**src/rtl/drpi_pkg.sv**
```systemverilog
// shared types, constants and tables for the dead reckoning pose integrator
`default_nettype none
package drpi_pkg;

  localparam int POS_WIDTH_DEF      = 48;
  localparam int TRIG_FRAC_BITS_DEF = 15;
  localparam int CORDIC_STEPS       = 24;
  localparam int CNT_W              = 5;
  localparam int PROD_W             = 48;
  localparam logic [31:0] GAIN_RESET   = 32'd68359;
  localparam logic [63:0] CORDIC_K_Q32 = 64'd2608131496;

  typedef struct packed {
    logic        [15:0] elapsed_ticks;
    logic signed [15:0] linear_vel;
    logic signed [15:0] angular_vel;
    logic               clear_path;
    logic               clear_pose;
  } in_item_t;

  typedef struct packed {
    logic signed [47:0] pos_x;
    logic signed [47:0] pos_y;
    logic        [31:0] heading_angle;
    logic        [47:0] travel_distance;
    logic               headway_tail;
  } out_item_t;

  typedef enum logic [2:0] {
    ST_IDLE,
    ST_PREP,
    ST_CORDIC,
    ST_SCALE,
    ST_FINISH
  } state_t;

  typedef struct packed {
    logic accept;
    logic prep;
    logic cordic_run;
    logic scale_run;
    logic finish;
  } cmd_t;

  typedef struct packed {
    logic cordic_last;
    logic scale_last;
    logic out_free;
  } sts_t;

  // arctangent of 2^-i in 2^-32 turns
  function automatic logic [31:0] atan_turn(input logic [CNT_W-1:0] idx);
    logic [31:0] v;
    case (idx)
      5'd0:  v = 32'h20000000;
      5'd1:  v = 32'h12E4051E;
      5'd2:  v = 32'h09FB385B;
      5'd3:  v = 32'h051111D4;
      5'd4:  v = 32'h028B0D43;
      5'd5:  v = 32'h0145D7E1;
      5'd6:  v = 32'h00A2F61E;
      5'd7:  v = 32'h00517C55;
      5'd8:  v = 32'h0028BE53;
      5'd9:  v = 32'h00145F2F;
      5'd10: v = 32'h000A2F98;
      5'd11: v = 32'h000517CC;
      5'd12: v = 32'h00028BE6;
      5'd13: v = 32'h000145F3;
      5'd14: v = 32'h0000A2FA;
      5'd15: v = 32'h0000517D;
      5'd16: v = 32'h000028BE;
      5'd17: v = 32'h0000145F;
      5'd18: v = 32'h00000A30;
      5'd19: v = 32'h00000518;
      5'd20: v = 32'h0000028C;
      5'd21: v = 32'h00000146;
      5'd22: v = 32'h000000A3;
      5'd23: v = 32'h00000051;
      default: v = 32'h00000000;
    endcase
    return v;
  endfunction

endpackage
`default_nettype wire

```
**src/rtl/drpi_ctrl.sv**
```systemverilog
// sequencing state machine for the pose integrator
`default_nettype none
module drpi_ctrl (
  input  wire               clk,
  input  wire               rst_n,
  input  wire               in_valid,
  output logic              in_ready,
  input  drpi_pkg::sts_t    sts,
  output drpi_pkg::cmd_t    cmd
);
  import drpi_pkg::*;

  state_t state_r, state_nxt;

  // state register
  always_ff @(posedge clk) begin
    if (!rst_n) begin
      state_r <= ST_IDLE;
    end else begin
      state_r <= state_nxt;
    end
  end

  // next state and commands
  always_comb begin
    state_nxt = state_r;
    cmd       = '0;
    in_ready  = 1'b0;
    case (state_r)
      ST_IDLE: begin
        in_ready = rst_n;
        if (in_valid && rst_n) begin
          cmd.accept = 1'b1;
          state_nxt  = ST_PREP;
        end
      end
      ST_PREP: begin
        cmd.prep  = 1'b1;
        state_nxt = ST_CORDIC;
      end
      ST_CORDIC: begin
        cmd.cordic_run = 1'b1;
        if (sts.cordic_last) state_nxt = ST_SCALE;
      end
      ST_SCALE: begin
        cmd.scale_run = 1'b1;
        if (sts.scale_last) state_nxt = ST_FINISH;
      end
      ST_FINISH: begin
        if (sts.out_free) begin
          cmd.finish = 1'b1;
          state_nxt  = ST_IDLE;
        end
      end
      default: state_nxt = ST_IDLE;
    endcase
  end

`ifndef SYNTH
  a_accept_blocks: assert property (@(posedge clk) disable iff (!rst_n)
    cmd.accept |=> !in_ready)
    else $error("input taken while a transaction is in progress");
  a_prep_after_accept: assert property (@(posedge clk) disable iff (!rst_n)
    cmd.accept |=> cmd.prep)
    else $error("preparation step missed after accept");
  a_finish_returns_idle: assert property (@(posedge clk) disable iff (!rst_n)
    cmd.finish |=> in_ready)
    else $error("not idle after finishing a transaction");
`endif

endmodule
`default_nettype wire

```
**config.mk**
```make
export PLATFORM = sky130hd
export DESIGN_NAME = drpi_ctrl
export DESIGN_NICKNAME = d
export VERILOG_FILES = /design/src/rtl/drpi_pkg.sv /design/src/rtl/drpi_ctrl.sv
export SDC_FILE = /design/constraint.sdc
export NUM_CORES = 1
export LEC_CHECK = 0
export ABC_AREA = 1
export BUFFER_PORTS_ARGS = -buffer_cell sky130_fd_sc_hd__buf_2
export CORE_AREA = 2 2 39 41
export CTS_CLUSTER_SIZE = 40
export DETAILED_ROUTE_END_ITERATION = 10
export DIE_AREA = 0 0 41 43
export HOLD_SLACK_MARGIN = 0.02
export MAX_ROUTING_LAYER = met4
export PLACE_DENSITY_LB_ADDON = 0.08
export SYNTH_ARGS = -nofsm -noshare
export SYNTH_HDL_FRONTEND = slang
export SYNTH_SLANG_ARGS = --single-unit
export TNS_END_PERCENT = 5
```
**constraint.sdc**
```tcl
create_clock -name clk -period 1.5 [get_ports clk]
set_clock_uncertainty 0.2 [all_clocks]
set_input_delay 0.15 -clock clk [delete_from_list [all_inputs] [get_ports clk]]
set_output_delay 0.15 -clock clk [all_outputs]
set_load 0.01 [all_outputs]
```
# Word-level counts from Yosys, hierarchy flattened
# Index checks and enable logic that the tools add are counted.
[totals]
inputBits = 6
word_cells = 25
reg_bits = 3
[classes]
reduce_logical = 3
eq_ne = 8
mux = 13
[ops]
columns = ["cell", "count"]
rows = [
  ["case mux 3 bit (5 select lines)", 1],
  ["two-way mux 3 bit", 4],
  ["two-way mux 1 bit", 8],
  ["!= test 2 bit, second input constant", 4],
  ["== test 3 x 2 -> 1 bit, second input constant", 2],
  ["AND reduction 4 bit", 1],
  ["== test 3 x 1 -> 1 bit, second input constant", 1],
  ["== test 3 bit, second input constant", 1],
  ["logical NOT 3 bit", 1],
  ["logical AND 1 bit", 1],
]

# Longest topological paths before layout
# Gate-level depths: netlist of the first run.
[depth]
ltp_word = 3
mapped_depth = 9
mapped_depth_nobuf = 8

# Worst setup path after synthesis of the first run
# No wires, ideal clock.
[synth_path]
kind = "reg2out"
start = "register state_r[2]"
end = "output port cmd[0] in the netlist's numbering"
arrival_time_ns = 0.880
stages_incl_launch_ff = 3
slack_ns = 0.270
n_path_buf = 0
required_ns = 1.150
cell_sequence = "dfxtp_1 inv_1 nor4_1"
[synth_rtl]
columns = ["element", "line_no", "rtl"]
rows = [
  ["start: declaration", "drpi_ctrl.sv:13", "state_t state_r, state_nxt;"],
  ["start signal: assignment", "drpi_ctrl.sv:20", "state_r <= state_nxt;"],
  ["end: declaration", "drpi_ctrl.sv:9", "output drpi_pkg::cmd_t cmd"],
]

# Final worst setup path of the first run
[layout_path]
start = "input port rst_n"
end = "output port in_ready"
[layout_between]
elab_chain_len = 1
[layout_rtl]
columns = ["element", "line_no", "rtl"]
rows = [
  ["start: declaration", "drpi_ctrl.sv:5", "input wire rst_n,"],
  ["two-way mux 1 bit", "drpi_ctrl.sv:29", "case (state_r)"],
  ["end: declaration", "drpi_ctrl.sv:7", "output logic in_ready,"],
]
# No other way between the ends.

==> results of run 1 <==
layout make-up:
cell class / count / share of cell area (%)
well taps: 16 / 5.16
inverters: 8 / 11.0
clock buffers: 4 / 6.77
multi-input cells: 28 / 39.0
repair buffers: 14 / 21.3
flip-flops and latches: 3 / 16.8
synth_stat cells (all sizes together):
cell type | count | share of area (%)
a21oi | 2 | 4.0
nand2 | 12 | 21
nand3 | 3 | 6.0
clkinv | 1 | 6.5
o21ai | 1 | 2.0
dfxtp | 3 | 24
nor2 | 9 | 21
nor4 | 1 | 2.5
inv | 7 | 11
buf | 1 | 3.0
placed cells by master, fill, tap and decap left out:
cell type,synthesis,final
nand2_1,9,9
dfxtp_2,0,1
buf_4,1,1
nor2_1,6,6
dfxtp_4,0,1
nand3_1,3,3
a21oi_1,2,2
dfxtp_1,3,1
clkbuf_1,0,1
nor2_4,2,3
inv_2,2,2
nor4_2,0,1
clkbuf_4,0,3
nand2_2,3,3
buf_2,0,11
o21ai_0,1,1
clkinv_8,1,1
dlygate4sd3_1,0,2
inv_1,5,5
cell families (layout without fill, tap and decap cells):
group / count (synthesis) / count (layout)
DFF: 3 / 3
AOI/OAI and AO/OA: 3 / 3
and+or+nand+nor: 25 / 25
buffers and inverters: 9 / 26
how the worst max path moves through the flow:
stage                              endpoint  slack (ns)
floorplan                            cmd[0]        0.27
global placement    state_r[2]$_SDFFE_PN0P_        0.16
detailed placement  state_r[1]$_SDFFE_PN0P_        0.21
CTS                                  cmd[0]       0.009
global route                       in_ready       -0.01
finish                             in_ready        0.04
metal layers:
layer  routed length, um  part of all wire, %  global-route usage (%)  vias up
met1                 293                   48                    10.9      111
met3                  23                  3.8                    4.71        0
met5                   0                    0                       -        -
met2                 296                   48                    11.9        8
li1                    -                    -                       -      154
met4                   0                    0                    6.00        0
through the flow:
stage	cells	hold slack, ns	util [%]	setup slack [ns]	setup TNS (ns)
floorplan	40	0.0704	-	0.270	0
global placement	67	0.214	23.5	0.159	0
detailed placement	67	0.214	23.5	0.212	0
CTS	73	0.0433	26.9	0.00886	0
global route	73	0.0886	28.0	-0.0126	-0.0224
finish	73	0.0441	28.0	0.0428	0
report_power, final:
group          internal [mW]  switching [mW]  leakage, nW  total [mW]
clock network         0.0996          0.0398       0.0150       0.139
registers              0.108          0.0423       0.0258       0.151
logic                  0.130           0.181        0.167       0.311
repair_timing:
action / in CTS / in global routing
setup endpoints to repair: 1 / 3
pin swaps: 0 / 1
hold buffers: 2 / 0
resized for setup: 1 / 4
endpoints found under the hold margin: 2 / 0
gates cloned: 0 / 0
worst min-delay path: stages:
cell	delay, ns
buf_2	0.07
inv_1	0.05
nand3_1	0.09
a21oi_1	0.06
==> flow_metrics.env, run 1 <==
export IMPL_syn_nets=46
export IMPL_grt_overflow_total=0
export IMPL_synthSimpleGateAreaFrac_pct=50.0
export IMPL_cts_htree_levels=1
export IMPL_synth_seq_cells=3
export IMPL_initialDrtViolationCount=3
export IMPL_design_area_um2=388
export IMPL_min_period_ns=1.46
export IMPL_drv_slew=0
export IMPL_slew_headroom_pct=82.4
export IMPL_cap_violations=0
export IMPL_synth_top_family_by_area="simple AND/OR/NAND/NOR gates"
export IMPL_largest_register_ffs=3
export IMPL_first_pass_iters=3
export IMPL_ir_drop_uv=392
export IMPL_r2r_end="state_r[0]$_SDFFE_PN0P_"
export IMPL_die_w_um=41
export IMPL_reg_largest_list="state_r x3"
export IMPL_multi_input_area_um2=151
export IMPL_floorplan_initialDensity_pct=18.1
export IMPL_drive_above_1_share_pct=47.4
export IMPL_clock_path_buffers=2
export IMPL_crit_arrival_ns=1.11
export IMPL_core_area_um2=1380
export IMPL_via_per_inst=3.74
export IMPL_final_nets=64
export IMPL_grt_pass1_wl_um=1040
export IMPL_grt_pass1_vias=255
export IMPL_register_area_um2=65.1
export IMPL_min_period_over_period_pct=97.1
export IMPL_critPathLaunchType="input port"
export IMPL_synthesis_instances=40
export IMPL_hpwl_um=486
export IMPL_hold_path_class="input port to flop"
export IMPL_diodes=0
export IMPL_tritoncts="done"
export IMPL_path_max_fanout=3
export IMPL_portBuffers=11
export IMPL_regMostFlops="state_r"
export IMPL_setup_viol=0
export IMPL_synth_cell_types=14
export IMPL_cts_buffers=3
export IMPL_cp_depth=5
export IMPL_fillers=172
export IMPL_hold_path_endpoint="state_r[2]$_SDFFE_PN0P_"
export IMPL_cpMostUsedCell="buf_2"
export IMPL_grt_max_degree=7
export IMPL_seq_area_frac_synth_pct=24.0
export IMPL_antenna_found_initial=0
export IMPL_status="complete, no violations"
export IMPL_setup_worst_path_start="rst_n"
export IMPL_clk_pin_slew_worst_paths_ns=0.04
export IMPL_synth_xor_area_share_pct=0
export IMPL_dieArea_um2=1760
export IMPL_power_total_mw=0.601
export IMPL_p_leak_nw=0.208
export IMPL_cts_setup_buffers=0
export IMPL_cts_sinks=3
export IMPL_path_class="input port to output pin"
export IMPL_syn_area_per_cell_um2=6.26
export IMPL_max_freq_mhz=686
export IMPL_reg2reg_slack_ns=0.20
export IMPL_crit_slowest_cell="dlygate4sd3_1"
export IMPL_r2r_cells=6
export IMPL_wire_per_inst_um=8.38
export IMPL_track_usage_pct=9.24
export IMPL_grt_setup_unrepaired="yes"
export IMPL_postRouteAntennaNets=0
export IMPL_power_density_nw_per_um2=1550
export IMPL_ys_warnings_count=0
export IMPL_crit_family="buffers and inverters"
export IMPL_routed_wl_um=612
export IMPL_area_delta_synth_final_pct=55.0
export IMPL_hold_start="sts[0]"
export IMPL_cp_num_buf_inv=4
export IMPL_synth_mux_area_share_pct=0
export IMPL_hold_viol=0
export IMPL_timing_rr_start="state_r[0]$_SDFFE_PN0P_"
export IMPL_holdPathStages=4
export IMPL_endpoint_kind="output pin"
export IMPL_required_ns=1.15
export IMPL_path_cells="dlygate4sd3_1 > buf_2 > inv_1 > nor2_1 > buf_2"
export IMPL_synth_compound_area_share_pct=6.00
export IMPL_drc=0
export IMPL_root_buffer="clkbuf_4"
export IMPL_die_h_um=43
export IMPL_synth_area_um2=250
export IMPL_slowest_delay_ns=0.54
export IMPL_place_area_um2=325
export IMPL_tightest_slew_ns=0.264
export IMPL_rows=14
export IMPL_clk_latency_ns=0.23
export IMPL_finalWeightedCongestion=0.679
export IMPL_num_vias=273
export IMPL_io_pins=12
export IMPL_synth_fa_ha_area_share_pct=0
(Power assumes the default switching activity.)
==> run 2: changes to the inputs <==
Settings changed: PLACE_DENSITY_LB_ADDON 0.08 to unset.
==> flow_metrics.env, run 2 (synthesis results as in run 1) <==
export IMPL_clock_path_buffers=2
export IMPL_drive_above_1_share_pct=46.4
export IMPL_num_vias=273
export IMPL_slew_headroom_pct=83.3
export IMPL_via_per_inst=3.79
export IMPL_clk_pin_slew_worst_paths_ns=0.04
export IMPL_hold_path_class="input port to flop"
export IMPL_max_freq_mhz=702
export IMPL_first_pass_iters=4
export IMPL_drv_slew=0
export IMPL_tns_ns=0
export IMPL_root_buffer="clkbuf_4"
export IMPL_regMostFlops="state_r"
export IMPL_initialDrtViolationCount=4
export IMPL_postRouteAntennaNets=0
export IMPL_cts_sinks=3
export IMPL_die_w_um=41
export IMPL_final_cell_mix="buf_2 (11), nand2_1 (9), nor2_1 (6), inv_1 (5)"
export IMPL_die_h_um=43
export IMPL_status="complete, no violations"
export IMPL_path_class="flop to output pin"
export IMPL_cts_htree_levels=1
export IMPL_drc=0
export IMPL_final_nets=63
export IMPL_place_inst=66
export IMPL_setup_viol=0
export IMPL_crit_slowest_cell="dfxtp_1"
export IMPL_p_leak_nw=0.202
export IMPL_cts_buffers=3
export IMPL_finalWeightedCongestion=0.758
export IMPL_endpoint_kind="output pin"
export IMPL_stdcell_count=72
export IMPL_clk_latency_ns=0.24
export IMPL_track_usage_pct=9.76
export IMPL_io_pins=12
export IMPL_area_delta_synth_final_pct=51.0
export IMPL_final_common_cell="buf_2"
export IMPL_crit_arrival_ns=1.08
export IMPL_required_ns=1.15
export IMPL_antenna_found_initial=0
export IMPL_hold_viol=0
export IMPL_grt_pass1_vias=274
export IMPL_wire_per_inst_um=8.04
export IMPL_cap_violations=0
export IMPL_floorplan_initialDensity_pct=18.1
export IMPL_timing_hold_ws_ns=0.0508
export IMPL_power_density_nw_per_um2=1560
export IMPL_rows=14
export IMPL_min_period_ns=1.43
export IMPL_hpwl_um=445
export IMPL_diodes=0
export IMPL_core_area_um2=1380
export IMPL_cp_num_buf_inv=1
export IMPL_largest_register_ffs=3
export IMPL_ir_drop_uv=565
export IMPL_grt_max_degree=10
export IMPL_cts_setup_buffers=0
export IMPL_path_cells="nor2_4 > nand2_1 > nor2_1 > buf_2"
export IMPL_grt_overflow_total=0
export IMPL_grt_pass1_wl_um=1060
export IMPL_min_period_over_period_pct=95.0
export IMPL_routed_wl_um=579
export IMPL_grt_setup_unrepaired="no"
export IMPL_slowest_delay_ns=0.37
export IMPL_critPathLaunchType="flop"
export IMPL_tightest_slew_ns=0.251
export IMPL_dieArea_um2=1760
export IMPL_tritoncts="done"
export IMPL_portBuffers=11
export IMPL_reg_largest_list="state_r x3"
export IMPL_crit_family="flip-flops"
export IMPL_path_max_fanout=5
==> run 2: cell types whose count changed in the layout (fill, tap and decap cells not counted), sizes merged <==
cell / before / now
buf: 12 / 11
==> run 2: layer usage <==
layer | vias up | routed length [um] | track usage, %
met5 | - | 0 | -
met4 | 0 | 0 | 12.0
met3 | 0 | 38 | 3.14
met2 | 9 | 310 | 11.9
met1 | 114 | 230 | 10.6
li1 | 150 | - | -
==> run 2: what timing repair did <==
action | CTS | global route
setup endpoints to repair | 1 | 6
resized for setup | 1 | 3
hold endpoints to repair | 3 | 0
hold buffers | 2 | 0
==> run 2: final cells by class <==
type	instances	area (um2)
fillers	161	1010
multi-input cells	28	151
repair buffers	13	75.1
flip-flops and latches	3	62.6
inverters	8	42.5
clock buffers	4	26.3
well taps	16	20.0
==> run 2: where the power goes <==
part           switching, mW  internal (mW)  total (mW)  leakage, nW
registers             0.0484          0.105       0.154       0.0255
clock network         0.0478          0.100       0.148       0.0150
logic                  0.167          0.119       0.286        0.162
==> run 2: worst paths after layout <==
kind	from	endpoint	slack, ns	cells past startpoint
worst max register to register	state_r[0]$_SDFFE_PN0P_	state_r[1]$_SDFFE_PN0P_	0.19	7
worst min register to register	state_r[1]$_SDFFE_PN0P_	state_r[1]$_SDFFE_PN0P_	0.36	2
worst max-delay path	state_r[0]$_SDFFE_PN0P_	in_ready	0.07	4
worst min-delay path	sts[0]	state_r[2]$_SDFFE_PN0P_	0.05	4
==> run 2: worst reg2reg max path, delay by kind of cell, from the launching register on <==
family	cells	cell delay (ns)
and+or+nand+nor	7	0.56
DFF	1	0.45
==> run 2: through the flow <==
step	cell area, um2	setup WS (ns)	power [mW]	utilization (%)
after floorplan	250	0.270	0.356	-
after global placement	318	0.179	0.417	23.0
after detailed placement	318	0.134	0.424	23.0
after CTS	365	0.00865	0.584	26.4
after global routing	378	0.00559	0.644	27.3
final	378	0.0747	0.588	27.3
==> run 3: changes to the inputs <==
Settings changed: PLACE_DENSITY set to 0.44.
==> flow_metrics.env, run 3 (synthesis results as in run 1) <==
export IMPL_tns_ns=0
export IMPL_die_h_um=43
export IMPL_fillers=155
export IMPL_hold_path_class="input port to flop"
export IMPL_max_freq_mhz=704
export IMPL_drc=0
export IMPL_register_area_um2=65.1
export IMPL_core_area_um2=1380
export IMPL_tritoncts="done"
export IMPL_timing_rr_start="state_r[0]$_SDFFE_PN0P_"
export IMPL_final_common_cell="buf_2"
export IMPL_grt_max_degree=7
export IMPL_antenna_found_initial=0
export IMPL_power_density_nw_per_um2=1530
export IMPL_grt_pass1_wl_um=779
export IMPL_grt_pass1_vias=229
export IMPL_setup_viol=0
export IMPL_r2r_end="state_r[0]$_SDFFE_PN0P_"
export IMPL_num_vias=276
export IMPL_drive_above_1_share_pct=47.4
export IMPL_die_w_um=41
export IMPL_hold_start="sts[0]"
export IMPL_reg2reg_slack_ns=0.22
export IMPL_initialDrtViolationCount=3
export IMPL_critPathLaunchType="input port"
export IMPL_path_class="input port to output pin"
export IMPL_slew_headroom_pct=82.4
export IMPL_tightest_slew_ns=0.264
export IMPL_power_total_mw=0.595
export IMPL_ir_drop_uv=395
export IMPL_cts_htree_levels=1
export IMPL_reg_largest_list="state_r x3"
export IMPL_multi_input_area_um2=151
export IMPL_hold_path_endpoint="state_r[2]$_SDFFE_PN0P_"
export IMPL_holdPathStages=4
export IMPL_finalWeightedCongestion=0.735
export IMPL_cts_sinks=3
export IMPL_hpwl_um=416
export IMPL_r2r_cells=6
export IMPL_grt_overflow_total=0
export IMPL_endpoint_kind="output pin"
export IMPL_track_usage_pct=6.57
export IMPL_clock_path_buffers=2
export IMPL_wire_per_inst_um=7.16
export IMPL_clk_latency_ns=0.24
export IMPL_postRouteAntennaNets=0
export IMPL_root_buffer="clkbuf_4"
export IMPL_io_pins=12
export IMPL_portBuffers=11
export IMPL_final_nets=64
export IMPL_rows=14
export IMPL_p_leak_nw=0.208
export IMPL_cap_violations=0
export IMPL_grt_setup_unrepaired="no"
export IMPL_required_ns=1.15
export IMPL_cts_buffers=3
export IMPL_regMostFlops="state_r"
export IMPL_min_period_over_period_pct=94.7
export IMPL_status="complete, no violations"
export IMPL_final_cell_mix="buf_2 (11), nand2_1 (9), nor2_1 (6), inv_1 (5)"
export IMPL_floorplan_initialDensity_pct=18.1
export IMPL_cts_setup_buffers=0
export IMPL_largest_register_ffs=3
export IMPL_hold_viol=0
export IMPL_via_per_inst=3.78
export IMPL_area_delta_synth_final_pct=55.0
export IMPL_first_pass_iters=2
export IMPL_routed_wl_um=523
export IMPL_min_period_ns=1.42
export IMPL_clk_pin_slew_worst_paths_ns=0.04
export IMPL_drv_slew=0
export IMPL_crit_arrival_ns=1.07
export IMPL_dieArea_um2=1760
export IMPL_path_max_fanout=3
export IMPL_diodes=0
[run 3: changes by cell type in the layout (fill, tap and decap cells not counted), sizes merged]
cell	previous run	this run
buf	11	12
[run 3: final cells by class]
type                    instances  share of cell area (%)
multi-input cells              28                    39.0
repair buffers                 14                    21.3
flip-flops and latches          3                    16.8
inverters                       8                    11.0
clock buffers                   4                    6.77
well taps                      16                    5.16
[run 3: repair_timing]
action | CTS | global route
hold buffers | 2 | 0
setup endpoints to repair | 1 | 4
gates cloned | 0 | 0
pin swaps | 0 | 2
gates resized for setup | 2 | 3
hold endpoints to repair | 3 | 0
[run 3: how the worst max path moves through the flow]
stage,start,endpoint,slack [ns],cells after the start
final,rst_n,in_ready,0.08,5
after global routing,rst_n,in_ready,0.01,5
after CTS,state_r[0]$_SDFFE_PN0P_,cmd[4],0.004,4
after detailed placement,state_r[0]$_SDFFE_PN0P_,state_r[1]$_SDFFE_PN0P_,0.22,6
after global placement,state_r[0]$_SDFFE_PN0P_,state_r[1]$_SDFFE_PN0P_,0.18,6
after floorplan,state_r[2]$_SDFFE_PN0P_,cmd[0],0.27,2
[run 3: power breakdown]
part | switching (mW) | internal (mW) | total, mW | leakage [nW]
clock network | 0.0457 | 0.100 | 0.146 | 0.0150
registers | 0.0411 | 0.108 | 0.149 | 0.0258
logic | 0.174 | 0.126 | 0.300 | 0.167
total | 0.260 | 0.334 | 0.595 | 0.208
[run 3: per-layer routing]
| layer | GRT usage [%] | part of all wire (%) | vias to the layer above |
|---|---|---|---|
| met4 | 6.00 | 2.7 | 0 |
| li1 | - | - | 152 |
| met3 | 0 | 7.8 | 3 |
| met2 | 9.38 | 43 | 11 |
| met1 | 7.99 | 47 | 110 |
| met5 | - | 0 | - |
[run 3: critical path: stages]
cell	delay, ns
dlygate4sd3_1	0.52
buf_2	0.13
inv_1	0.09
nor2_1	0.05
buf_2	0.13
[run 3: stage by stage]
stage | cell area, um2 | cells | hold WS, ns | setup WS [ns] | utilization, %
finish | 388 | 73 | 0.0449 | 0.0799 | 28.0
global route | 388 | 73 | 0.0682 | 0.0124 | 28.0
CTS | 379 | 73 | 0.0469 | 0.00444 | 27.4
detailed placement | 325 | 67 | 0.202 | 0.224 | 23.5
global placement | 325 | 67 | 0.209 | 0.175 | 23.5
floorplan | 250 | 40 | 0.0704 | 0.270 | -
